`src/hdl/unordered_tuple_hash_top_macros.svh`:
```
// Assertion macros for the unordered tuple hash block.
// Used by unordered_tuple_hash_top; expects clk and rst_n in scope.
`ifndef UNORDERED_TUPLE_HASH_TOP_MACROS_SVH
`define UNORDERED_TUPLE_HASH_TOP_MACROS_SVH

`ifndef SYNTHESIS
`define UTH_ASSERT_IMP(lbl, ante, cons, msg) \
    lbl: assert property (@(posedge clk) disable iff (!rst_n) (ante) |-> (cons)) \
        else $error(msg);
`define UTH_ASSERT_NXT(lbl, ante, cons, msg) \
    lbl: assert property (@(posedge clk) disable iff (!rst_n) (ante) |=> (cons)) \
        else $error(msg);
`else
`define UTH_ASSERT_IMP(lbl, ante, cons, msg)
`define UTH_ASSERT_NXT(lbl, ante, cons, msg)
`endif

`endif

```
`src/hdl/uth_pkg.sv`:
```
// Package for the unordered tuple hash block: sizes, constants, word types.
// No dependencies; imported by every module of the block.
`timescale 1ns / 1ps

package uth_pkg;

    localparam int ELEM_FIELDS = 4;
    localparam int ELEM_W      = 32;
    localparam int TUPLE_SIZE  = 4;
    localparam int IDX_W       = (TUPLE_SIZE > 1) ? $clog2(TUPLE_SIZE) : 1;
    localparam int TERM_W      = ELEM_W + 1;
    localparam int HASH_W      = 64;
    localparam int IN_TDATA_W  = ((ELEM_FIELDS * ELEM_W + 7) / 8) * 8;
    localparam int OUT_TDATA_W = ((HASH_W + 7) / 8) * 8;
    localparam int MIX_LEFT    = 6;
    localparam int MIX_RIGHT   = 2;

    localparam logic [ELEM_W-1:0] GOLDEN_ADD = 32'h9e37_79b9;

    typedef logic [TUPLE_SIZE-1:0][ELEM_W-1:0] elem_vec_t;
    typedef logic [TUPLE_SIZE-1:0][IDX_W-1:0]  rank_vec_t;
    typedef logic [TUPLE_SIZE-1:0][TERM_W-1:0] term_vec_t;

    typedef struct packed {
        logic [HASH_W-1:0] h;
        term_vec_t         terms;
    } fold_word_t;

endpackage

```
`src/hdl/uth_rank_lane.sv`:
```
// One sorting lane: rank of its own element among all tuple elements.
// Ties broken by position so ranks form a permutation. Depends on uth_pkg.
`timescale 1ns / 1ps

module uth_rank_lane (
    input  uth_pkg::elem_vec_t              elems,
    input  logic [uth_pkg::IDX_W-1:0]       lane_idx,
    output logic [uth_pkg::IDX_W-1:0]       rank
);
    import uth_pkg::*;

    logic [ELEM_W-1:0] self_val;
    logic [IDX_W-1:0]  cnt;

    assign self_val = elems[lane_idx];

    always_comb
    begin
        cnt = '0;
        for (int j = 0; j < TUPLE_SIZE; j++)
        begin
            if (IDX_W'(j) != lane_idx)
            begin
                if ((elems[j] < self_val) ||
                    ((elems[j] == self_val) && (IDX_W'(j) < lane_idx)))
                begin
                    cnt = cnt + 1'b1;
                end
            end
        end
    end

    assign rank = cnt;

endmodule

```
`src/hdl/uth_fold_stage.sv`:
```
// One hash fold step as a registered pipeline stage with valid/ready.
// h ^= term + (h << 6) + (h >> 2). Depends on uth_pkg.
`timescale 1ns / 1ps

module uth_fold_stage (
    input  logic                        clk,
    input  logic                        rst_n,
    input  logic [uth_pkg::IDX_W-1:0]   step_idx,
    input  logic                        in_valid,
    output logic                        in_ready,
    input  uth_pkg::fold_word_t         in_word,
    output logic                        out_valid,
    input  logic                        out_ready,
    output uth_pkg::fold_word_t         out_word
);
    import uth_pkg::*;

    logic              valid_reg;
    logic              valid_next;
    fold_word_t        word_reg;
    fold_word_t        word_next;
    logic [HASH_W-1:0] term;
    logic [HASH_W-1:0] mix_sum;

    assign in_ready = !valid_reg || out_ready;

    always_comb
    begin
        term            = HASH_W'(in_word.terms[step_idx]);
        mix_sum         = term + (in_word.h << MIX_LEFT) + (in_word.h >> MIX_RIGHT);
        word_next       = in_word;
        word_next.h     = in_word.h ^ mix_sum;
        valid_next      = in_ready ? in_valid : valid_reg;
    end

    always_ff @(posedge clk or negedge rst_n)
    begin
        if (!rst_n)
        begin
            valid_reg <= 1'b0;
        end
        else
        begin
            valid_reg <= valid_next;
        end
    end

    always_ff @(posedge clk)
    begin
        if (in_ready && in_valid)
        begin
            word_reg <= word_next;
        end
    end

    assign out_valid = valid_reg;
    assign out_word  = word_reg;

endmodule

```
`src/hdl/unordered_tuple_hash_top.sv`:
```
// Top level of the unordered tuple hash block: rank lanes, merge, fold chain.
// Depends on uth_pkg, uth_rank_lane, uth_fold_stage and the macros header.
`timescale 1ns / 1ps

// Order-independent 64-bit key of four 32-bit elements. Takes one word per
// cycle while the output is not stalled and returns one word per input, in
// order. The lanes rank every element in parallel into the rank register,
// the registered merge stage places the elements in ascending order and
// adds the golden constant, then one registered fold stage per element.
// Every stage has its own valid/ready, so back-pressure on the output only
// stalls what is actually blocked and bubbles close up. No state survives
// between words; reset only clears the pipeline valid flags.

module unordered_tuple_hash_top (
    input  logic                              clk,
    input  logic                              rst_n,
    input  logic                              s_axis_tvalid,
    output logic                              s_axis_tready,
    // elem_0 [31:0], elem_1 [63:32], elem_2 [95:64], elem_3 [127:96]
    input  logic [uth_pkg::IN_TDATA_W-1:0]    s_axis_tdata,
    output logic                              m_axis_tvalid,
    input  logic                              m_axis_tready,
    // hash_key [63:0]
    output logic [uth_pkg::OUT_TDATA_W-1:0]   m_axis_tdata
);
    import uth_pkg::*;

    `include "unordered_tuple_hash_top_macros.svh"

    elem_vec_t  elem_in;
    rank_vec_t  rank_in;

    logic       lane_valid_reg;
    logic       lane_valid_next;
    elem_vec_t  lane_elems_reg;
    rank_vec_t  lane_rank_reg;

    logic       scat_valid_reg;
    logic       scat_valid_next;
    logic       scat_ready;
    fold_word_t scat_word_reg;
    fold_word_t scat_word_next;
    logic [ELEM_W-1:0] picked;

    logic       fold_valid [TUPLE_SIZE+1];
    logic       fold_ready [TUPLE_SIZE+1];
    fold_word_t fold_word  [TUPLE_SIZE+1];

    logic [TUPLE_SIZE-1:0] rank_cover;
    logic                  terms_ordered;

    // unpack; positions past the field count read as zero
    for (genvar i = 0; i < TUPLE_SIZE; i++)
    begin : g_unpack
        if (i < ELEM_FIELDS)
        begin : g_field
            assign elem_in[i] = s_axis_tdata[i*ELEM_W +: ELEM_W];
        end
        else
        begin : g_zero
            assign elem_in[i] = '0;
        end
    end

    for (genvar i = 0; i < TUPLE_SIZE; i++)
    begin : g_lane
        uth_rank_lane u_lane (
            .elems    (elem_in),
            .lane_idx (IDX_W'(i)),
            .rank     (rank_in[i])
        );
    end

    // rank stage
    assign s_axis_tready   = !lane_valid_reg || scat_ready;
    assign lane_valid_next = s_axis_tready ? s_axis_tvalid : lane_valid_reg;

    always_ff @(posedge clk or negedge rst_n)
    begin
        if (!rst_n)
        begin
            lane_valid_reg <= 1'b0;
        end
        else
        begin
            lane_valid_reg <= lane_valid_next;
        end
    end

    always_ff @(posedge clk)
    begin
        if (s_axis_tready && s_axis_tvalid)
        begin
            lane_elems_reg <= elem_in;
            lane_rank_reg  <= rank_in;
        end
    end

    // merge stage: scatter by rank, pre-add golden constant
    assign scat_ready      = !scat_valid_reg || fold_ready[0];
    assign scat_valid_next = scat_ready ? lane_valid_reg : scat_valid_reg;

    always_comb
    begin
        scat_word_next   = '0;
        picked           = '0;
        for (int k = 0; k < TUPLE_SIZE; k++)
        begin
            picked = '0;
            for (int i = 0; i < TUPLE_SIZE; i++)
            begin
                if (lane_rank_reg[i] == IDX_W'(k))
                begin
                    picked = picked | lane_elems_reg[i];
                end
            end
            scat_word_next.terms[k] = {1'b0, picked} + {1'b0, GOLDEN_ADD};
        end
    end

    always_ff @(posedge clk or negedge rst_n)
    begin
        if (!rst_n)
        begin
            scat_valid_reg <= 1'b0;
        end
        else
        begin
            scat_valid_reg <= scat_valid_next;
        end
    end

    always_ff @(posedge clk)
    begin
        if (scat_ready && lane_valid_reg)
        begin
            scat_word_reg <= scat_word_next;
        end
    end

    // fold chain
    assign fold_valid[0]          = scat_valid_reg;
    assign fold_word[0]           = scat_word_reg;
    assign fold_ready[TUPLE_SIZE] = m_axis_tready;

    for (genvar k = 0; k < TUPLE_SIZE; k++)
    begin : g_fold
        uth_fold_stage u_fold (
            .clk       (clk),
            .rst_n     (rst_n),
            .step_idx  (IDX_W'(k)),
            .in_valid  (fold_valid[k]),
            .in_ready  (fold_ready[k]),
            .in_word   (fold_word[k]),
            .out_valid (fold_valid[k+1]),
            .out_ready (fold_ready[k+1]),
            .out_word  (fold_word[k+1])
        );
    end

    assign m_axis_tvalid = fold_valid[TUPLE_SIZE];
    assign m_axis_tdata  = OUT_TDATA_W'(fold_word[TUPLE_SIZE].h);

    // checks
    always_comb
    begin
        rank_cover    = '0;
        terms_ordered = 1'b1;
        for (int k = 0; k < TUPLE_SIZE; k++)
        begin
            for (int i = 0; i < TUPLE_SIZE; i++)
            begin
                if (lane_rank_reg[i] == IDX_W'(k))
                begin
                    rank_cover[k] = 1'b1;
                end
            end
        end
        for (int k = 1; k < TUPLE_SIZE; k++)
        begin
            if (scat_word_reg.terms[k] < scat_word_reg.terms[k-1])
            begin
                terms_ordered = 1'b0;
            end
        end
    end

    `UTH_ASSERT_IMP(a_rank_perm, lane_valid_reg, &rank_cover, "lane ranks not a permutation")
    `UTH_ASSERT_IMP(a_sorted, scat_valid_reg, terms_ordered, "merged terms not ascending")
    `UTH_ASSERT_NXT(a_accept_lands, s_axis_tvalid && s_axis_tready, lane_valid_reg, "word lost")
    `UTH_ASSERT_IMP(a_ready_empty, !lane_valid_reg, s_axis_tready, "stalled with empty rank stage")

endmodule
```
`config.mk`:
```
export PLATFORM = sky130hd
export DESIGN_NAME = unordered_tuple_hash_top
export DESIGN_NICKNAME = d
export VERILOG_FILES = /design/src/hdl/uth_pkg.sv /design/src/hdl/uth_rank_lane.sv /design/src/hdl/uth_fold_stage.sv /design/src/hdl/unordered_tuple_hash_top.sv
export VERILOG_INCLUDE_DIRS = /design/src /design/src/hdl
export SDC_FILE = /design/constraint.sdc
export NUM_CORES = 2
export LEC_CHECK = 0
export BUFFER_PORTS_ARGS = -buffer_cell sky130_fd_sc_hd__buf_2
export CAP_MARGIN = 20
export CORE_UTILIZATION = 35
export CTS_BUF_LIST = sky130_fd_sc_hd__clkbuf_8
export DETAILED_ROUTE_END_ITERATION = 12
export PLACE_DENSITY = 0.47
export SYNTH_ARGS = -nofsm -noshare
export SYNTH_HDL_FRONTEND = slang
export SYNTH_SLANG_ARGS = --single-unit
```
`constraint.sdc`:
```
create_clock -name clk -period 13.7 [get_ports clk]
set_input_delay 1.37 -clock clk [delete_from_list [all_inputs] [get_ports clk]]
set_output_delay 1.37 -clock clk [all_outputs]
set_load 0.005 [all_outputs]
```
## Word-level counts from Yosys, hierarchy flattened

Index checks and enable logic that the tools add are counted.

- Bits in writable memories: 0
- Memories: 0
- Memory bits (read-only): 0
- Bits in latches: 0
- Register bits: 697

- Bitwise operators: 15
- $mul: 0
- Muxes and demuxes: 28
- $add $sub $neg: 18
- Reductions and logical operators: 28
- Divide/modulo/power cells: 0
- $lt $le $gt $ge: 12
- Shift-type cells: 0
- Equal/unequal tests: 18

Operators by type and width:

| kind | count |
|---|---|
| $mux 32 | 16 |
| $lt 32x32->1 | 12 |
| $or 32x32->32 | 12 |
| $eq 32x32->1 | 6 |
| $add 32x32->33 const B | 4 |
| $add 33x64->64 | 2 |
| $add 64x62->64 | 2 |
| $xor 64x64->64 | 2 |
| $add 64x31->64 | 1 |
| $xor 33x64->64 | 1 |
| $add 33x39->40 | 1 |
| $eq 2x2->1 const B | 8 |
| $mux 2 | 8 |
| $logic_or 1x1->1 | 12 |
| $add 1x1->2 const B | 4 |
| $add 2x1->2 const B | 4 |
| $eq 2x1->1 const B | 4 |
| $logic_not 2->1 | 4 |
| $logic_and 1x1->1 | 6 |
| $logic_not 1->1 | 6 |
| $mux 1 | 4 |

## Logic depth before layout (Yosys ltp)

- Word-level depth: 9
- Depth in mapped cells: 20
- Mapped depth without buffers: 19

## Hierarchy

A second synthesis with hierarchy kept.

- Cells, all modules: 6659
- Area, all modules: 78048.6 um2

Modules (own cells, without submodules):

| module | cells each | times used | area an instance (um2) |
|---|---|---|---|
| uth_fold_stage (g_fold[2].u_fold ...) | 921 | 2 | 11961.5 |
| uth_fold_stage (g_fold[0].u_fold ...) | 901 | 2 | 11857.6 |
| unordered_tuple_hash_top | 1345 | 1 | 15432.3 |
| uth_rank_lane (g_lane[1].u_lane ...) | 419 | 2 | 3733.6 |
| uth_rank_lane (g_lane[0].u_lane) | 421 | 1 | 3762.4 |
| uth_rank_lane (g_lane[3].u_lane) | 411 | 1 | 3748.6 |

## Worst setup path before layout

Ideal clock, no wire load.

- Kind: input to register
- From: in m_axis_tready
- To: reg g_fold[2].u_fold.word_reg (netlist bit g_fold[2].u_fold.out_word[100]), enable pin
- Data required time: 13.056 ns
- Stages on the path: 2
- Setup slack: 5.706 ns
- Library setup time: 0.644 ns
- Data arrival time: 7.350 ns
- Buffers on the path: 0
- Cell sequence: nor2b_1 > a21boi_0

- Cells in the longest elaborated chain, start to end: 3

Ends and longest elaborated chain:

| what | line | text |
|---|---|---|
| from (decl) | unordered_tuple_hash_top.sv:22 | `input logic m_axis_tready,` |
| $logic_or 1x1->1 (2 in series) | uth_fold_stage.sv:25 | `assign in_ready = !valid_reg \|\| out_ready;` |
| $logic_and 1x1->1 | uth_fold_stage.sv:50 | `if (in_ready && in_valid)` |
| to (signal assigned) | uth_fold_stage.sv:52 | `word_reg <= word_next;` |
| to (decl) | uth_fold_stage.sv:20 | `fold_word_t word_reg;` |

Every way passes these cells.
A chain may end at the register's enable or synchronous reset.

## Final worst setup path

- From: reg g_fold[0].u_fold.word_reg (netlist bit g_fold[0].u_fold.out_word[132])
- To: reg g_fold[1].u_fold.word_reg (netlist bit g_fold[1].u_fold.out_word[169]), data pin

- Cells in the longest elaborated chain, start to end: 3

Ends and longest elaborated chain:

| what | line | text |
|---|---|---|
| from (decl) | uth_fold_stage.sv:20 |  |
| from (signal assigned) | uth_fold_stage.sv:52 |  |
| $add 33x39->40 | uth_fold_stage.sv:30 | `mix_sum = term + (in_word.h << MIX_LEFT) + (in_word.h >> MIX_RIGHT);` |
| $add 64x31->64 | uth_fold_stage.sv:30 |  |
| net g_fold[1].u_fold.mix_sum[37] | uth_fold_stage.sv:23 | `logic [HASH_W-1:0] mix_sum;` |
| $xor 33x64->64 | uth_fold_stage.sv:32 | `word_next.h = in_word.h ^ mix_sum;` |
| to (signal assigned) | uth_fold_stage.sv:52 |  |
| to (decl) | uth_fold_stage.sv:20 |  |

The timed path passes the listed nets, and every way through them passes these cells.

==> results.cfg <==
[global_route]
grt_overflow_total = 0
grt_antenna_before_repair = 6
track_usage_pct = 18.0
grt_pass1_vias = 28062
grt_max_degree = 113
grt_pass1_wl_um = 166000

[timing]
relSlewSlack_pct = 26.1
finalSetupViolCount = 0
fin_tns_setup_ns = 0
worstMarginPinSlew_ns = 1.11
fin_crit_sh_pct = 38.2
postLayoutSetupSlackWorst_ns = 8.46
finalMaxSlewViolations = 0
min_period_ns = 5.24
rsz0062_at_grt = no
hold_viol = 0
clock.fmax_mhz = 191
skew_ns = 0.0531

[setup_path]
cp-end-kind = flip-flop
r2r_cells = 17
criticalPathCategory = flip-flop to flip-flop
worst_setup_path_start_kind = flip-flop
worstPathMaxFanout = 6
worst_ep_arrival_time_ns = 5.72
required_ns = 14.18

[detailed_routing]
wl_per_cell_um = 20.3
drt_pre_antenna_iters = 7
vias = 27693
ant_nets = 0
route.detailed.drc = 0
initialDrtViolationCount = 1912
drt_wl_total_um = 109000
vias_per_cell = 5.15

[clock_network]
post_cts_buffers = 0
insertion_delay_ns = 0.77
cts_resized = 0
clock-sinks = 649
htree_levels = 3
root_buffer = clkbuf_8
cts_tree = built
cts_buffer_depth = 3
hold_buffers = 0
numCtsBuffers = 111
clk_pin_slew_ns = 0.06

[synthesis]
async_flop_share_pct = 0.924
synth_edf_count = 643
ys_types = 111
postSynthCellCount = 3578
synth-compound-area-share_pct = 14.6
synth_area_um2 = 41500
synth_warnings = 0
ys_seq_area_share_pct = 46.9
ys.flop_type = edfxtp_1
synth_xor_area_share_pct = 8.42
synthMuxAreaShare_pct = 0.145
avgSynthCellArea_um2 = 11.6
synth-adder-area-share_pct = 14.2
synth_seq_cells = 649
synth_top_cell_area_share_pct = 46.5
netlist_top_cells_area = edfxtp_1, ha_1, xnor2_1, xor2_1, fa_1
yosysTopAreaCell = edfxtp_1
synth-simple-area-share_pct = 11.5
synth_top_family_by_area = compound AO/OA/AOI/OAI gates

[layout]
fin_nets = 4332
post_route_cells_drive_above_1_share_pct = 11.9
area_delta_synth_final_pct = 10.4
final_area_um2 = 45800
largest_reg_flops = 375

[pwr]
power.switching_mw = 5.17
intPower_mw = 7.21
switching_share_pct = 41.7
p_leak_nw = 18.3
comb_power_share_pct = 55.6
clockPowerShare_pct = 13.9
ir_drop_mv = 0.105
p_per_area_nw_per_um2 = 270
seq_power_share_pct = 30.5

[placed_design]
place_congestion = 0.865
place_area_um2 = 43600
port_buffers = 188
preCtsSetupSlack_ns = 8.54
dp_hpwl_um = 85600

[min_path]
min_path_type = flip-flop to flip-flop
hold_depth = 0

[floorplanning]
coreArea_um2 = 117000
initial_core_util_pct = 35.5
ios = 198
num_rows = 125
fp.dieH_um = 346
dieWidth_um = 346
die_area_um2 = 120000

[status]
status = completed

[job]
cap_violations = 0
-- cells in the mapped netlist (all sizes together) (18+ instances only) --
cell type,instances
buf,124
and2,28
nor3,30
nand2,215
a22o,47
o211ai,25
clkbuf,30
o21a,41
a22oi,82
nor2,145
xnor2,259
o21ai,113
nand2b,43
nand3,109
nor2b,52
a21o,127
nand3b,77
xor2,136
nor3b,35
inv,203
a211oi,21
edfxtp,643
a21oi,204
ha,378
nand4,84
a221oi,41
fa,58
a31oi,18
-- worst paths after layout --
| check | startpoint | endpoint | slack (ns) |
|---|---|---|---|
| worst max-delay path | g_fold[0].u_fold.out_word[132] | g_fold[1].u_fold.out_word[169] | 8.46 |
| worst min-delay path | fold_word[836] | g_fold[0].u_fold.out_word[52] | 0.40 |
| worst max register to register | g_fold[0].u_fold.out_word[132] | g_fold[1].u_fold.out_word[169] | 8.46 |
| worst min register to register | fold_word[836] | g_fold[0].u_fold.out_word[52] | 0.40 |
| max in group asynchronous | rst_n | lane_valid_reg | 13.12 |
| min in group asynchronous | rst_n | g_fold[1].u_fold.out_valid | 0.43 |
-- placed cells by master (no fill, tap or decap), types with 13 or more instances in the layout --
master      n
xor2_1    134
buf_4      29
o21ai_0    95
buf_2     188
a22o_1     47
nor2_1    139
and3_1     16
nor3_1     27
nor3b_1    33
o21bai_1   15
ha_1      378
nand3_1   109
fa_1       58
nor2b_1    49
edfxtp_1  643
a21oi_1   197
a211oi_1   18
o21a_1     41
inv_1     225
o21ai_1    14
clkinv_2   18
a21o_1    126
nand3b_1   77
and2_1     24
a31oi_1    15
a22oi_1    82
o211ai_1   20
clkinv_1   29
nand2_1   213
clkbuf_8  112
nand4_1    83
nand2b_1   40
xnor2_1   258
or3_1      13
a221oi_1   37
-- cell type report --
type / count / area (um^2)
diodes: 2 / 5.00
clock buffers: 112 / 1540
clock inverters: 88 / 614
fillers: 11236 / 71000
inverters: 203 / 762
multi-input cells: 2581 / 20300
flip-flops and latches: 649 / 19500
well taps: 1524 / 1910
repair buffers: 218 / 1180
-- stage by stage --
stage | util (%) | total power, mW | cells | hold slack [ns]
floorplan | - | 9.11 | 3587 | 0.400
global placement | 37.4 | 10.8 | 5175 | 0.401
detailed placement | 37.4 | 10.7 | 5175 | 0.405
CTS | 39.2 | 12.5 | 5375 | 0.342
global route | 39.2 | 13.4 | 5377 | 0.375
finish | 39.2 | 12.4 | 5377 | 0.396
-- critical path, cell delays in order (launching register included) --
cell and delay, ns:
edfxtp_1 0.42, ha_1 0.25, fa_1 0.42, a211oi_1 0.41, o211ai_2 0.19, a211oi_2 0.46, nor2_1 0.11, nor2_1 0.13
xnor2_1 0.08, ha_1 0.38, nand2_1 0.12, o21ai_0 0.28, a31oi_1 0.11, o41ai_1 0.72, a31oi_1 0.27, nor3_2 0.26
nand3_1 0.16, xor2_1 0.19
-- routing by layer --
metal  track usage, %  vias to the layer above  part of all wire, %
met5                0                        -                    0
li1                 -                    13735                    -
met4             5.99                        0                  2.6
met1             24.7                    13089                   48
met3             2.27                      143                  3.9
met2             29.1                      726                   46
-- power groups by stage --
stage,logic [mW],clock network (mW),registers (mW)
finish,6.88,1.72,3.78
global route,7.70,1.87,3.85
CTS,6.92,1.80,3.81
detailed placement,6.89,0,3.84
global placement,6.92,0,3.84
floorplan,5.47,0,3.64
-- logic make-up (layout without fill, tap and decap cells) --
kind of cell	count (synthesis)	in the layout
other	1	12
AO/OA/AOI/OAI	847	847
multiplexers	6	6
flip-flops	649	649
XOR/XNOR	395	395
AND/OR/NAND/NOR	887	887
adder cells (fa/ha/maj)	436	436
buffers and inverters	357	621
No activity file was read; power rests on OpenSTA's default activity.
